## src/hw/rtl/rjus_pkg.sv

```systemverilog
// Shared types, codes and constants for the join/uplink sequencer.
// No dependencies; every other file of the block imports this package.
`default_nettype none

package rjus_pkg;

  localparam int unsigned TIME_W    = 32;
  localparam int unsigned DELAY_W   = 31;
  localparam int unsigned CMD_W     = 4;
  localparam int unsigned STEP_W    = 4;
  localparam int unsigned CFG_IDX_W = 3;

  // Fixed gaps between set-up commands, and join hold and fail retry times, in ms
  localparam logic [TIME_W-1:0] SHORT_GAP_MS  = 32'd300;
  localparam logic [TIME_W-1:0] LONG_GAP_MS   = 32'd500;
  localparam logic [TIME_W-1:0] JOIN_HOLD_MS  = 32'd10000;
  localparam logic [TIME_W-1:0] FAIL_RETRY_MS = 32'd5000;

  // Register reset values
  localparam logic [DELAY_W-1:0] UPLINK_PERIOD_RST = 31'd60000;
  localparam logic [DELAY_W-1:0] STARTUP_DELAY_RST = 31'd1000;
  localparam logic [DELAY_W-1:0] JOIN_TIMEOUT_RST  = 31'd15000;
  localparam logic [DELAY_W-1:0] JOIN_RETRY_RST    = 31'd5000;

  typedef enum logic [CMD_W-1:0] {
    CMD_NONE    = 4'd0,
    CMD_PING    = 4'd1,
    CMD_VERSION = 4'd2,
    CMD_MODE    = 4'd3,
    CMD_REGION  = 4'd4,
    CMD_DEVID   = 4'd5,
    CMD_APPID   = 4'd6,
    CMD_KEY     = 4'd7,
    CMD_JOIN    = 4'd8,
    CMD_UPLINK  = 4'd9
  } cmd_t;

  typedef enum logic [CFG_IDX_W-1:0] {
    REG_UPLINK_PERIOD = 3'd0,
    REG_STARTUP_DELAY = 3'd1,
    REG_JOIN_TIMEOUT  = 3'd2,
    REG_JOIN_RETRY    = 3'd3,
    REG_HAS_DEVID     = 3'd4,
    REG_HAS_APPID     = 3'd5,
    REG_HAS_APPKEY    = 3'd6
  } cfg_idx_t;

  // Sequencer steps; STEP_DONE means join has been issued
  localparam logic [STEP_W-1:0] STEP_PING    = 4'd0;
  localparam logic [STEP_W-1:0] STEP_VERSION = 4'd1;
  localparam logic [STEP_W-1:0] STEP_MODE    = 4'd2;
  localparam logic [STEP_W-1:0] STEP_REGION  = 4'd3;
  localparam logic [STEP_W-1:0] STEP_DEVID   = 4'd4;
  localparam logic [STEP_W-1:0] STEP_APPID   = 4'd5;
  localparam logic [STEP_W-1:0] STEP_KEY     = 4'd6;
  localparam logic [STEP_W-1:0] STEP_JOIN    = 4'd7;
  localparam logic [STEP_W-1:0] STEP_DONE    = 4'd8;

  localparam logic FUNC_TICK  = 1'b0;
  localparam logic FUNC_START = 1'b1;

  typedef struct packed {
    logic [DELAY_W-1:0] uplink_interval_ms;
    logic [DELAY_W-1:0] boot_delay_ms;
    logic [DELAY_W-1:0] join_timeout_ms;
    logic [DELAY_W-1:0] join_retry_delay_ms;
    logic               has_device_id;
    logic               has_application_id;
    logic               has_application_key;
  } cfg_t;

  typedef struct packed {
    logic              func;
    logic [TIME_W-1:0] now_time;
    logic              join_ok_flag;
    logic              join_fail_flag;
    logic              tx_ready;
  } item_t;

  typedef struct packed {
    logic              armed;
    logic [STEP_W-1:0] step_number;
    logic              joined_state;
    logic [TIME_W-1:0] next_action_time;
    logic [TIME_W-1:0] join_deadline_time;
    logic [TIME_W-1:0] last_uplink_time;
  } seq_state_t;

endpackage

`default_nettype wire

```

## src/hw/rtl/rjus_item_if.sv

```systemverilog
// Input item channel: valid/ready handshake and the item fields.
// Depends on rjus_pkg for field widths.
`default_nettype none

interface rjus_item_if
  import rjus_pkg::*;
  ();
  logic              valid;
  logic              ready;
  logic              func;
  logic [TIME_W-1:0] now_time;
  logic              join_ok_flag;
  logic              join_fail_flag;
  logic              tx_ready;

  modport source (output valid, func, now_time, join_ok_flag, join_fail_flag, tx_ready,
                  input ready);
  modport sink   (input valid, func, now_time, join_ok_flag, join_fail_flag, tx_ready,
                  output ready);
endinterface

`default_nettype wire

```

## src/hw/rtl/rjus_result_if.sv

```systemverilog
// Result channel: valid/ready handshake and the result fields.
// Depends on rjus_pkg for field widths.
`default_nettype none

interface rjus_result_if
  import rjus_pkg::*;
  ();
  logic              valid;
  logic              ready;
  logic [CMD_W-1:0]  command;
  logic              is_joined;
  logic [STEP_W-1:0] current_step;
  logic              active;

  modport source (output valid, command, is_joined, current_step, active, input ready);
  modport sink   (input valid, command, is_joined, current_step, active, output ready);
endinterface

`default_nettype wire

```

## src/hw/rtl/rjus_cfg_if.sv

```systemverilog
// Configuration write channel: valid/ready, register index and write data.
// Depends on rjus_pkg for widths.
`default_nettype none

interface rjus_cfg_if
  import rjus_pkg::*;
  ();
  logic                 valid;
  logic                 ready;
  logic [CFG_IDX_W-1:0] index;
  logic [DELAY_W-1:0]   data;

  modport source (output valid, index, data, input ready);
  modport sink   (input valid, index, data, output ready);
endinterface

`default_nettype wire

```

## src/hw/rtl/rjus_cfg_regs.sv

```systemverilog
// Configuration register file for the sequencer.
// Depends on rjus_pkg and rjus_cfg_if.
`default_nettype none

module rjus_cfg_regs
  import rjus_pkg::*;
(
  input  wire logic  clk,
  input  wire logic  rst,
  rjus_cfg_if.sink   cfg,
  output cfg_t       regs
);

  assign cfg.ready = 1'b1;

  always_ff @(posedge clk) begin
    if (rst) begin
      regs.uplink_interval_ms  <= UPLINK_PERIOD_RST;
      regs.boot_delay_ms       <= STARTUP_DELAY_RST;
      regs.join_timeout_ms     <= JOIN_TIMEOUT_RST;
      regs.join_retry_delay_ms <= JOIN_RETRY_RST;
      regs.has_device_id       <= 1'b0;
      regs.has_application_id  <= 1'b0;
      regs.has_application_key <= 1'b0;
    end else if (cfg.valid) begin
      unique case (cfg_idx_t'(cfg.index))
        REG_UPLINK_PERIOD: regs.uplink_interval_ms  <= cfg.data;
        REG_STARTUP_DELAY: regs.boot_delay_ms       <= cfg.data;
        REG_JOIN_TIMEOUT:  regs.join_timeout_ms     <= cfg.data;
        REG_JOIN_RETRY:    regs.join_retry_delay_ms <= cfg.data;
        REG_HAS_DEVID:     regs.has_device_id       <= cfg.data[0];
        REG_HAS_APPID:     regs.has_application_id  <= cfg.data[0];
        REG_HAS_APPKEY:    regs.has_application_key <= cfg.data[0];
        default: ;
      endcase
    end
  end

endmodule

`default_nettype wire

```

## src/hw/rtl/rjus_step.sv

```systemverilog
// Next-state and command logic for one item: start, overrides, set-up step, uplink.
// Purely combinational. Depends on rjus_pkg.
`default_nettype none

module rjus_step
  import rjus_pkg::*;
(
  input  wire seq_state_t cur,
  input  wire item_t      item,
  input  wire cfg_t       regs,
  output seq_state_t      nxt,
  output cmd_t            cmd
);

  logic [TIME_W-1:0] now;
  logic              wd_fire;
  logic              base_due;
  logic              due;
  logic [TIME_W-1:0] since_uplink;

  // Wrap-safe: deadline passed when (now - deadline) has its top bit clear
  function automatic logic time_reached(input logic [TIME_W-1:0] t,
                                        input logic [TIME_W-1:0] deadline);
    logic [TIME_W-1:0] diff;
    diff = t - deadline;
    return ~diff[TIME_W-1];
  endfunction

  assign now          = item.now_time;
  assign base_due     = time_reached(now, cur.next_action_time);
  assign since_uplink = now - cur.last_uplink_time;
  assign wd_fire      = (cur.step_number == STEP_DONE) && !cur.joined_state &&
                        (cur.join_deadline_time != '0) &&
                        time_reached(now, cur.join_deadline_time);

  always_comb begin
    nxt = cur;
    cmd = CMD_NONE;
    due = base_due;
    if (item.func == FUNC_START) begin
      nxt.armed            = 1'b1;
      nxt.next_action_time = now + {1'b0, regs.boot_delay_ms};
      nxt.last_uplink_time = '0;
      nxt.step_number      = STEP_PING;
      nxt.joined_state     = 1'b0;
    end else if (cur.armed) begin
      // A fresh deadline now+d has passed only when d is zero
      if (wd_fire) begin
        nxt.join_deadline_time = '0;
        nxt.step_number        = STEP_JOIN;
        nxt.next_action_time   = now + {1'b0, regs.join_retry_delay_ms};
        due                    = (regs.join_retry_delay_ms == '0);
      end
      if (item.join_fail_flag && !item.join_ok_flag) begin
        nxt.joined_state       = 1'b0;
        nxt.join_deadline_time = '0;
        nxt.step_number        = STEP_JOIN;
        nxt.next_action_time   = now + FAIL_RETRY_MS;
        due                    = 1'b0;
      end
      if (item.join_ok_flag) begin
        nxt.joined_state       = 1'b1;
        nxt.join_deadline_time = '0;
        nxt.step_number        = STEP_DONE;
      end

      if (item.tx_ready && due) begin
        unique case (nxt.step_number)
          STEP_PING: begin
            cmd = CMD_PING;
            nxt.step_number      = STEP_VERSION;
            nxt.next_action_time = now + SHORT_GAP_MS;
          end
          STEP_VERSION: begin
            cmd = CMD_VERSION;
            nxt.step_number      = STEP_MODE;
            nxt.next_action_time = now + SHORT_GAP_MS;
          end
          STEP_MODE: begin
            cmd = CMD_MODE;
            nxt.step_number      = STEP_REGION;
            nxt.next_action_time = now + SHORT_GAP_MS;
          end
          STEP_REGION: begin
            cmd = CMD_REGION;
            priority if (regs.has_device_id)       nxt.step_number = STEP_DEVID;
            else if (regs.has_application_id)      nxt.step_number = STEP_APPID;
            else if (regs.has_application_key)     nxt.step_number = STEP_KEY;
            else                                   nxt.step_number = STEP_JOIN;
            nxt.next_action_time = now + LONG_GAP_MS;
          end
          STEP_DEVID: begin
            cmd = CMD_DEVID;
            priority if (regs.has_application_id)  nxt.step_number = STEP_APPID;
            else if (regs.has_application_key)     nxt.step_number = STEP_KEY;
            else                                   nxt.step_number = STEP_JOIN;
            nxt.next_action_time = now + LONG_GAP_MS;
          end
          STEP_APPID: begin
            cmd = CMD_APPID;
            nxt.step_number      = regs.has_application_key ? STEP_KEY : STEP_JOIN;
            nxt.next_action_time = now + LONG_GAP_MS;
          end
          STEP_KEY: begin
            cmd = CMD_KEY;
            nxt.step_number      = STEP_JOIN;
            nxt.next_action_time = now + LONG_GAP_MS;
          end
          STEP_JOIN: begin
            cmd = CMD_JOIN;
            nxt.step_number        = STEP_DONE;
            nxt.next_action_time   = now + JOIN_HOLD_MS;
            nxt.join_deadline_time = now + {1'b0, regs.join_timeout_ms};
          end
          default: ;
        endcase
      end

      // Only one command per tick: a set-up command blocks the uplink
      if (nxt.joined_state && item.tx_ready && (cmd == CMD_NONE) &&
          (since_uplink >= {1'b0, regs.uplink_interval_ms})) begin
        cmd = CMD_UPLINK;
        nxt.last_uplink_time = now;
      end
    end
  end

endmodule

`default_nettype wire

```

## src/hw/rtl/radio_join_uplink_sequencer.sv

```systemverilog
// Join/uplink sequencer for a radio modem: input register, step logic, result register.
// Depends on rjus_pkg, the three channel interfaces, rjus_cfg_regs and rjus_step.
//
// Usage:
//   item   - valid/ready input channel. func=1 (start) arms the sequencer and
//            schedules the first set-up command after the boot delay; func=0
//            (tick) carries the ms time, the parser's join flags and tx_ready.
//   result - valid/ready output channel, exactly one transfer per item: the
//            command to issue (0 = none) plus joined, step and armed status
//            after the item.
//   cfg    - write-only register channel, always ready; write while idle.
// Datapath: an item transfer loads the input register; the result register then
//   loads from the combinational step logic once the result channel is free.
// Throughput: one item per cycle unless result stalls; sequencer state is updated
//   in the same cycle the result register loads, so the next item sees it at once.
// Reset: synchronous rst clears the sequencer state (disarmed, step 0, not
//   joined, all times 0), empties both stages and restores register defaults.
// Stall: while result is held, one more item is taken into the input register,
//   then item.ready drops until the result transfers.
`default_nettype none

module radio_join_uplink_sequencer
  import rjus_pkg::*;
(
  input  wire logic    clk,
  input  wire logic    rst,
  rjus_item_if.sink    item,
  rjus_result_if.source result,
  rjus_cfg_if.sink     cfg
);

  cfg_t       regs;
  seq_state_t state;
  seq_state_t state_next;
  cmd_t       cmd;

  logic       hold_valid;
  item_t      hold_item;
  logic       res_free;
  logic       advance;

  rjus_cfg_regs u_cfg (
    .clk  (clk),
    .rst  (rst),
    .cfg  (cfg),
    .regs (regs)
  );

  rjus_step u_step (
    .cur  (state),
    .item (hold_item),
    .regs (regs),
    .nxt  (state_next),
    .cmd  (cmd)
  );

  assign res_free   = !result.valid || result.ready;
  assign advance    = hold_valid && res_free;
  assign item.ready = !hold_valid || advance;

  always_ff @(posedge clk) begin
    if (rst) begin
      hold_valid   <= 1'b0;
      result.valid <= 1'b0;
      state        <= '0;
    end else begin
      if (item.valid && item.ready) begin
        hold_valid <= 1'b1;
      end else if (advance) begin
        hold_valid <= 1'b0;
      end
      if (advance) begin
        state        <= state_next;
        result.valid <= 1'b1;
      end else if (result.ready) begin
        result.valid <= 1'b0;
      end
    end
  end

  always_ff @(posedge clk) begin
    if (item.valid && item.ready) begin
      hold_item.func           <= item.func;
      hold_item.now_time       <= item.now_time;
      hold_item.join_ok_flag   <= item.join_ok_flag;
      hold_item.join_fail_flag <= item.join_fail_flag;
      hold_item.tx_ready       <= item.tx_ready;
    end
    if (advance) begin
      result.command      <= cmd;
      result.is_joined    <= state_next.joined_state;
      result.current_step <= state_next.step_number;
      result.active       <= state_next.armed;
    end
  end

endmodule

`default_nettype wire

```

## src/flat_wrapper.sv

```systemverilog
// flat-port wrapper written by rule: the top's interface ports become plain ports
module radio_join_uplink_sequencer_flat import rjus_pkg::*;
  (clk, rst, item_valid, item_func, item_now_time, item_join_ok_flag, item_join_fail_flag, item_tx_ready, item_ready, result_valid, result_command, result_is_joined, result_current_step, result_active, result_ready, cfg_valid, cfg_index, cfg_data, cfg_ready);
  rjus_item_if item_i ();
  rjus_result_if result_i ();
  rjus_cfg_if cfg_i ();
  input  wire logic clk;
  input  wire logic rst;
  input wire logic [$bits(item_i.valid)-1:0] item_valid;
  input wire logic [$bits(item_i.func)-1:0] item_func;
  input wire logic [$bits(item_i.now_time)-1:0] item_now_time;
  input wire logic [$bits(item_i.join_ok_flag)-1:0] item_join_ok_flag;
  input wire logic [$bits(item_i.join_fail_flag)-1:0] item_join_fail_flag;
  input wire logic [$bits(item_i.tx_ready)-1:0] item_tx_ready;
  output wire logic [$bits(item_i.ready)-1:0] item_ready;
  output wire logic [$bits(result_i.valid)-1:0] result_valid;
  output wire logic [$bits(result_i.command)-1:0] result_command;
  output wire logic [$bits(result_i.is_joined)-1:0] result_is_joined;
  output wire logic [$bits(result_i.current_step)-1:0] result_current_step;
  output wire logic [$bits(result_i.active)-1:0] result_active;
  input wire logic [$bits(result_i.ready)-1:0] result_ready;
  input wire logic [$bits(cfg_i.valid)-1:0] cfg_valid;
  input wire logic [$bits(cfg_i.index)-1:0] cfg_index;
  input wire logic [$bits(cfg_i.data)-1:0] cfg_data;
  output wire logic [$bits(cfg_i.ready)-1:0] cfg_ready;
  assign item_i.valid = item_valid;
  assign item_i.func = item_func;
  assign item_i.now_time = item_now_time;
  assign item_i.join_ok_flag = item_join_ok_flag;
  assign item_i.join_fail_flag = item_join_fail_flag;
  assign item_i.tx_ready = item_tx_ready;
  assign item_ready = item_i.ready;
  assign result_valid = result_i.valid;
  assign result_command = result_i.command;
  assign result_is_joined = result_i.is_joined;
  assign result_current_step = result_i.current_step;
  assign result_active = result_i.active;
  assign result_i.ready = result_ready;
  assign cfg_i.valid = cfg_valid;
  assign cfg_i.index = cfg_index;
  assign cfg_i.data = cfg_data;
  assign cfg_ready = cfg_i.ready;
  radio_join_uplink_sequencer u_core (.clk(clk), .rst(rst), .item(item_i), .result(result_i), .cfg(cfg_i));
endmodule
```

## config.mk

```make
export PLATFORM = sky130hd
export DESIGN_NAME = radio_join_uplink_sequencer_flat
export DESIGN_NICKNAME = d
export VERILOG_FILES = /design/src/hw/rtl/rjus_pkg.sv /design/src/hw/rtl/rjus_item_if.sv /design/src/hw/rtl/rjus_result_if.sv /design/src/hw/rtl/rjus_cfg_if.sv /design/src/hw/rtl/rjus_cfg_regs.sv /design/src/hw/rtl/rjus_step.sv /design/src/hw/rtl/radio_join_uplink_sequencer.sv /design/src/flat_wrapper.sv
export SDC_FILE = /design/constraint.sdc
export NUM_CORES = 1
export LEC_CHECK = 0
export BUFFER_PORTS_ARGS = -buffer_cell sky130_fd_sc_hd__buf_2
export CORE_MARGIN = 4
export CORE_UTILIZATION = 31
export DETAILED_ROUTE_END_ITERATION = 8
export SLEW_MARGIN = 20
export SYNTH_ARGS = -nofsm -noshare
export SYNTH_HDL_FRONTEND = slang
export SYNTH_SLANG_ARGS = --single-unit
```

## constraint.sdc

```tcl
create_clock -name clk -period 7.1 [get_ports clk]
set_input_delay 1.42 -clock clk [delete_from_list [all_inputs] [get_ports clk]]
set_output_delay 1.42 -clock clk [all_outputs]
set_load 0.01 [all_outputs]
```

# After elaboration in Yosys (flattened, before gate mapping)
# Index checks and enable logic that the tools add are counted.
dict set report classes {
  n_lt_le_gt_ge 1
  muxes 35
  reduce_logical 39
  eq_ne 14
  bitwise 4
  n_addsub 10
}
# op n
set ops {}
lappend ops {{$mux 69} 3}
lappend ops {{$mux 32} 4}
lappend ops {{$mux 64} 2}
lappend ops {{$mux 101} 1}
lappend ops {{$add 32x31->32} 3}
lappend ops {{$pmux 32 s3} 1}
lappend ops {{$sub 32x32->32} 3}
lappend ops {{$add 32x9->32 const B} 2}
lappend ops {{$pmux 4 s8} 2}
lappend ops {{$mux 37} 1}
lappend ops {{$add 32x13->32 const B} 1}
lappend ops {{$add 32x14->32 const B} 1}
lappend ops {{$ge 32x31->1} 1}
lappend ops {{$mux 4} 8}
lappend ops {{$reduce_bool 32->1} 1}
lappend ops {{$logic_not 31->1} 1}
lappend ops {{$eq 4x3->1 const B} 4}
lappend ops {{$reduce_and 2->1} 8}
lappend ops {{$mux 5} 3}
lappend ops {{$logic_and 1x1->1} 10}
lappend ops {{$mux 1} 10}
lappend ops {{$eq 3x3->1 const B} 3}
lappend ops {{$eq 4x2->1 const B} 2}
lappend ops {{$logic_not 4->1} 2}
lappend ops {{13 further kinds} 26}
dict set report word_totals {
  regBits 277
  wordCells 128
  out_inout_bits 13
  inputBits 75
}

# Logic depth before layout (Yosys ltp)
dict set report depth {
  depth_word 22
  mapped_depth 27
  depth_no_buf 26
}

# Modules after synthesis
# Synthesis repeated with hierarchy kept, for this count alone.
dict set report unflattened {
  cells_unflattened 2942
  area_unflattened_um2 24543.5
}
# module seq_area_each_um2 area_each_um2 cells_each n_inst
set by_module_without_submodules {}
lappend by_module_without_submodules {rjus_step 0.0 13400.4 1971 1}
lappend by_module_without_submodules {radio_join_uplink_sequencer 3463.3 6054.6 499 1}
lappend by_module_without_submodules {rjus_cfg_regs 2542.4 5088.6 472 1}

# Least setup slack after synthesis
# No wires, ideal clock.
dict set report synth_path {
  path_kind {register to register}
  from {reg u_core.hold_item[3] (netlist bit)}
  to {reg u_core.state[1] (netlist bit)}
  arrival_time_ps 4976
  period_less_slack_ps 5035
  setup_ps 60
  slack_ps 2065
  required_ps 7040
  path_buffers 1
  stages_incl_launch_ff 28
  path_cell_list {edfxtp_1 > inv_1 > ha_1 > inv_1 > fa_1 > a21o_1 > a21o_1 > a21oi_1 > o21ai_0 > a41oi_1 > o21a_1 > nand2_1 > a21o_1 > a21oi_1 > xnor2_1 > ha_1 > nand4_1 > nor2_1 > a221o_1 > a311oi_1 > o21ai_0 > a21oi_1 > o31ai_1 > or3_1 > o211ai_2 > a22o_1 > buf_2 > a22o_1}
}
dict set report synth_between {
  elab_chain_cells 20
}
# item line
set synth_lines {}
lappend synth_lines {{from (decl)} radio_join_uplink_sequencer.sv:38} ;# item_t hold_item;
lappend synth_lines {{$sub 32x32->32} rjus_step.sv:25} ;# diff = t - deadline;
lappend synth_lines {{$not 1->1} rjus_step.sv:26} ;# return ~diff[TIME_W-1];
lappend synth_lines {{$logic_and 1x1->1} rjus_step.sv:33} ;# (cur.join_deadline_time != '0) &&
lappend synth_lines {{$mux 4} rjus_step.sv:48} ;# if (wd_fire) begin
lappend synth_lines {{$mux 69} rjus_step.sv:54} ;# if (item.join_fail_flag && !item.join_ok_flag) begin
lappend synth_lines {{$mux 69} rjus_step.sv:46} ;# end else if (cur.armed) begin
lappend synth_lines {{$mux 69} rjus_step.sv:40} ;# if (item.func == FUNC_START) begin
lappend synth_lines {{$mux 5} rjus_step.sv:61} ;# if (item.join_ok_flag) begin
lappend synth_lines {{[4 not listed]} n/a}
lappend synth_lines {{$mux 4} rjus_step.sv:67} ;# if (item.tx_ready && due) begin
lappend synth_lines {{$mux 4} rjus_step.sv:46}
lappend synth_lines {{$mux 4} rjus_step.sv:40}
lappend synth_lines {{$logic_not 4->1} rjus_step.sv:120} ;# if (nxt.joined_state && item.tx_ready && (cmd == CMD_NONE) &&
lappend synth_lines {{$logic_and 1x1->1} rjus_step.sv:120}
lappend synth_lines {{$logic_and 1x1->1 *} rjus_step.sv:120}
lappend synth_lines {{$reduce_bool 2->1 (no source line) *} n/a}
lappend synth_lines {{$reduce_and 3->1 (no source line) *} n/a}
lappend synth_lines {{to (signal assigned)} radio_join_uplink_sequencer.sv:73} ;# state <= state_next;
lappend synth_lines {{to (decl)} radio_join_uplink_sequencer.sv:33} ;# seq_state_t state;
# Every way passes the cells marked *; elsewhere a longest branch is shown, timed or not. The select of a mux whose other input is x is not followed.
# A chain may end at the register's enable or synchronous reset.

# Worst setup path in the final report
dict set report layout_path {
  from {reg u_core.hold_item[3] (netlist bit)}
  to {reg u_core.state[5] (netlist bit)}
}
# The elaborated chain is that of the path after synthesis.

==> results summary <==
The flow ran to the end, and the final reports show no timing, DRC or antenna violations. The clock input transition at the sequential cells of the worst setup and hold paths is 0.06 ns. In this run, CTS created clock tree buffers numbering 37. Synthesis inferred roughly 280 register bits. The share of async-settable or async-resettable flops after synthesis came out at 0%.

The H-tree was split into 2 levels. The most used flip-flop cell after synthesis is dfxtp_1. The largest vdd supply drop came out at 0.184 mV. The clock period could shrink to 6.01 ns. The synthesized design devotes to its leading area cell type 22.5% of total area. The via density per instance is between 5 and 6. Row generation in the floorplan step produced 94 rows. The yosys synthesis warning count came out at 0. The internal power of the cells totals 3110 µW. The switching share of power is 30.3%. The final hold violation count was 0. The first-pass iteration count of the detailed router is 5. For this design the total switching power over the nets is 1360 µW. The endpoint identified for the worst register-to-register timing path is u_core.state[5]. Setup repair after global routing left no endpoint under its margin. The number of buffers added to fix hold violations after cts came out at 0. The count of buffers added on input and output ports is 86. The portion of total power attributed to the clock network is 43.4%. The final weighted congestion in routability-driven placement is 0.910. In the final routed layout, each cell accounts on average for 20.4 µm. Ranked by instance count, the synthesized netlist is headed by nand2_1, a21oi_1, dfxtp_1. By area the synthesized netlist is led by dfxtp_1, ha_1, nand2_1. From synthesis to final layout, the design area changed by 13.2%. The number of inserted filler cells in the final layout came out at 7044. Entering global routing, the biggest net connects 87 pins. The worst path required time came out at 7.60 ns. The highest clock rate is around 170 MHz. Clock skew on the completed layout was measured at 0.0208 ns.

The final-report setup violation count is 0. After clock tree synthesis, the setup repair step added 0 buffers. The final critical-path share of the clock period came out at between 80% and 90%. The relative contribution of combinational cells to total power is a little under a fifth.

The number of enable flip-flop cells after synthesis came out at 46. After clock tree synthesis, the repair step resized 0 gates. The HPWL after detailed placement is between 50000 and 60000 µm.

Of all nets on the critical path, the largest fanout is 32. The layout net count is 3000. At the later pin of the worst-skew pair, clock insertion delay measures 0.57 ns. The critical path launch point type is a flip-flop.

The deepest clock path buffer count came out at 3. The worst reg-to-reg path cell count came out at 27. The height of the die is 266 µm.

The post-synthesis net count is 2941. Each instance of the synthesized netlist takes up on average 7.80 µm². The critical path is of the reg -> reg type. The number of vias after detailed routing is 19700.

The worst setup path startpoint is u_core.hold_item[3]. In this run the cell area of the synthesized design comes to 0.0206 mm². The fraction of final layout cells with drive strength greater than 1 came out at under 10%. The clock tree from TritonCTS is done.

The post-route cell area came out at 0.0233 mm². The tightest min-delay check is of the reg -> reg type. The relative contribution of sequential cells to total power is 37.7%. The worst flop-to-flop path startpoint is u_core.hold_item[3]. The area of the core region is 0.0659 mm². The number of antenna violations at the first check in global routing is 3. The netlist uses 89 different library cells. In this run the register-to-register setup slack is 1.09 ns.

Synthesis handed over a netlist of 2640 instances. The ratio of total power to cell area is 192 mW/mm². The detail route stage leaves a number of antenna-violating nets equal to 0.

The worst-margin pin slew is 1.06 ns. The total DRC errors in the routed layout is 0. The aggregate routed wire length came out at 73400 µm. The final-report max-slew violation count is 0. The arrival time reported for the critical path endpoint came out at roughly 6.5 ns.

The post-detailed-placement cell area is 0.0221 mm². The initial utilization of the core area, before any placement, comes to 31.3%. 0 antenna diodes ended up in the layout. The analysis attributes to cell leakage a power of 0.00918 µW. Max-cap violations in this run came to 0.

The top-level I/O count came out at around 90. The relative slew slack is 28.9%. Of the synthesized area, sequential elements account for between 20% and 30%. dfxtp_1 takes more of the synthesized area than any other cell. CTS placed an instance of clkbuf_16 at the clock tree root. By instance count, the leading cell after synthesis is nand2_1. The overall die area is between 0.07 and 0.08 mm². The final total negative setup slack came out at 0 ns.

The via count of the first global-routing pass is ~19000. The capturing instance or port of the critical path is u_core.state[5]. The total routing resource utilization after global routing is 20.2%.

STA classifies the critical path endpoint as a flip-flop. The DRC marker count from the first detailed-route iteration came out at 1847. The global-route wire length before repair came out at 112000 µm. The width of the chip is about 270 µm. The clock net in this run drives a total of 277 sinks.

Global routing finished with a remaining overflow of 0.
stage by stage:
stage	setup slack (ns)	hold slack (ns)	cells	total power, µW	utilization (%)
4_1_cts	1.09	0.457	3592	4500	35.4
2_1_floorplan	2.06	0.436	2640	2270	-
6_report	1.09	0.453	3592	4470	35.4
3_3_place_gp	1.23	0.443	3524	2550	33.5
3_5_place_dp	1.15	0.449	3524	2550	33.5
5_1_grt	0.595	0.476	3592	4670	35.4
power by group through the flow:
stage	Sequential, µW	Clock (µW)	Combinational, µW
6_report	1680	1940	845
5_1_grt	1690	2050	937
4_1_cts	1680	1980	836
3_5_place_dp	1720	0	830
3_3_place_gp	1720	0	830
2_1_floorplan	1710	0	561
cell type report:
class,instances,area [µm²],area share (%)
Clock buffer,57,1140,4.91
Clock inverter,11,111,0.478
Inverter,177,664,2.85
Multi-Input combinational cell,2062,13400,57.6
Sequential cell,277,6010,25.8
Tap cell,864,1080,4.64
Timing Repair Buffer,144,872,3.74
registers in the layout, indices dropped and copies added (netlist names):
signal	flops
u_core.u_cfg.regs	127
u_core.state	102
u_core.hold_item	36
u_core.result.command	4
u_core.result.current_step	4
u_core.hold_valid	1
u_core.result.active	1
u_core.result.is_joined	1
u_core.result.valid	1
worst max-delay path, stage by stage (launching register included):
cell and delay, ns:
edfxtp_1 0.50, inv_1 0.10, ha_1 0.17, inv_1 0.06, fa_1 0.40, a21o_1 0.18, a21o_1 0.20, a21oi_1 0.19
o21ai_0 0.23, a41oi_1 0.33, o21a_1 0.20, nand2_1 0.09, a21o_1 0.18, a21oi_1 0.16, xnor2_1 0.15, ha_1 0.27
nand4_1 0.10, nor2_1 0.07, a221o_1 0.35, a311oi_1 0.22, o21ai_0 0.12, a21oi_1 0.20, o31ai_1 0.12, or3_1 0.33
o211ai_2 0.28, a22o_1 0.18, buf_4 0.36, a22o_1 0.20
cell usage in the layout, fill, tap and decap left out, types with 12 or more instances in the layout:
cell type and instances:
edfxtp_1 46, a21o_1 73, nor2b_1 23, o21a_1 27, a221oi_1 17, o211ai_1 43, ha_1 221, nand3_1 69
xnor2_1 99, and3_1 17, nor3_1 33, clkbuf_16 40, dfxtp_1 231, a31oi_1 28, a211oi_1 27, o21ai_0 113
a21oi_1 271, xor2_1 46, nor4_1 25, o31ai_1 13, buf_4 58, nand2b_1 20, a22o_1 38, nor2_1 173
buf_2 85, inv_1 174, o22ai_1 12, a22oi_1 34, or3_1 13, nand4_1 31, nand2_1 417
worst min path at each step:
stage,start,end,slack [ns],depth (start not counted)
6_report,u_core.u_cfg.regs[112],u_core.u_cfg.regs[112],0.45,2
5_1_grt,u_core.u_cfg.regs[98],u_core.u_cfg.regs[98],0.48,2
4_1_cts,u_core.u_cfg.regs[108],u_core.u_cfg.regs[108],0.46,2
3_5_place_dp,u_core.u_cfg.regs[108],u_core.u_cfg.regs[108],0.45,2
3_3_place_gp,u_core.u_cfg.regs[103],u_core.u_cfg.regs[103],0.44,2
2_1_floorplan,u_core.u_cfg.regs[100],u_core.u_cfg.regs[100],0.44,2
kinds of logic (layout without fill, tap and decap cells):
group,count (synthesis),count (layout),share of synthesized area [%]
AO/OA/AOI/OAI,814,814,25.7
XOR/XNOR,145,145,6.17
adder cells (fa/ha/maj),226,226,13.9
buffers and inverters,301,389,5.73
flip-flops,277,277,29.2
multiplexers,10,10,0.486
other,1,1,0.0182
AND/OR/NAND/NOR,866,866,18.8
metal layers:
layer / track usage (%) / wire [µm]
met4: 6.08 / 1950
met2: 30.7 / 31400
met1: 28.8 / 33900
met3: 4.18 / 6250
met5: 0 / 0
(Power assumes the default switching activity.)
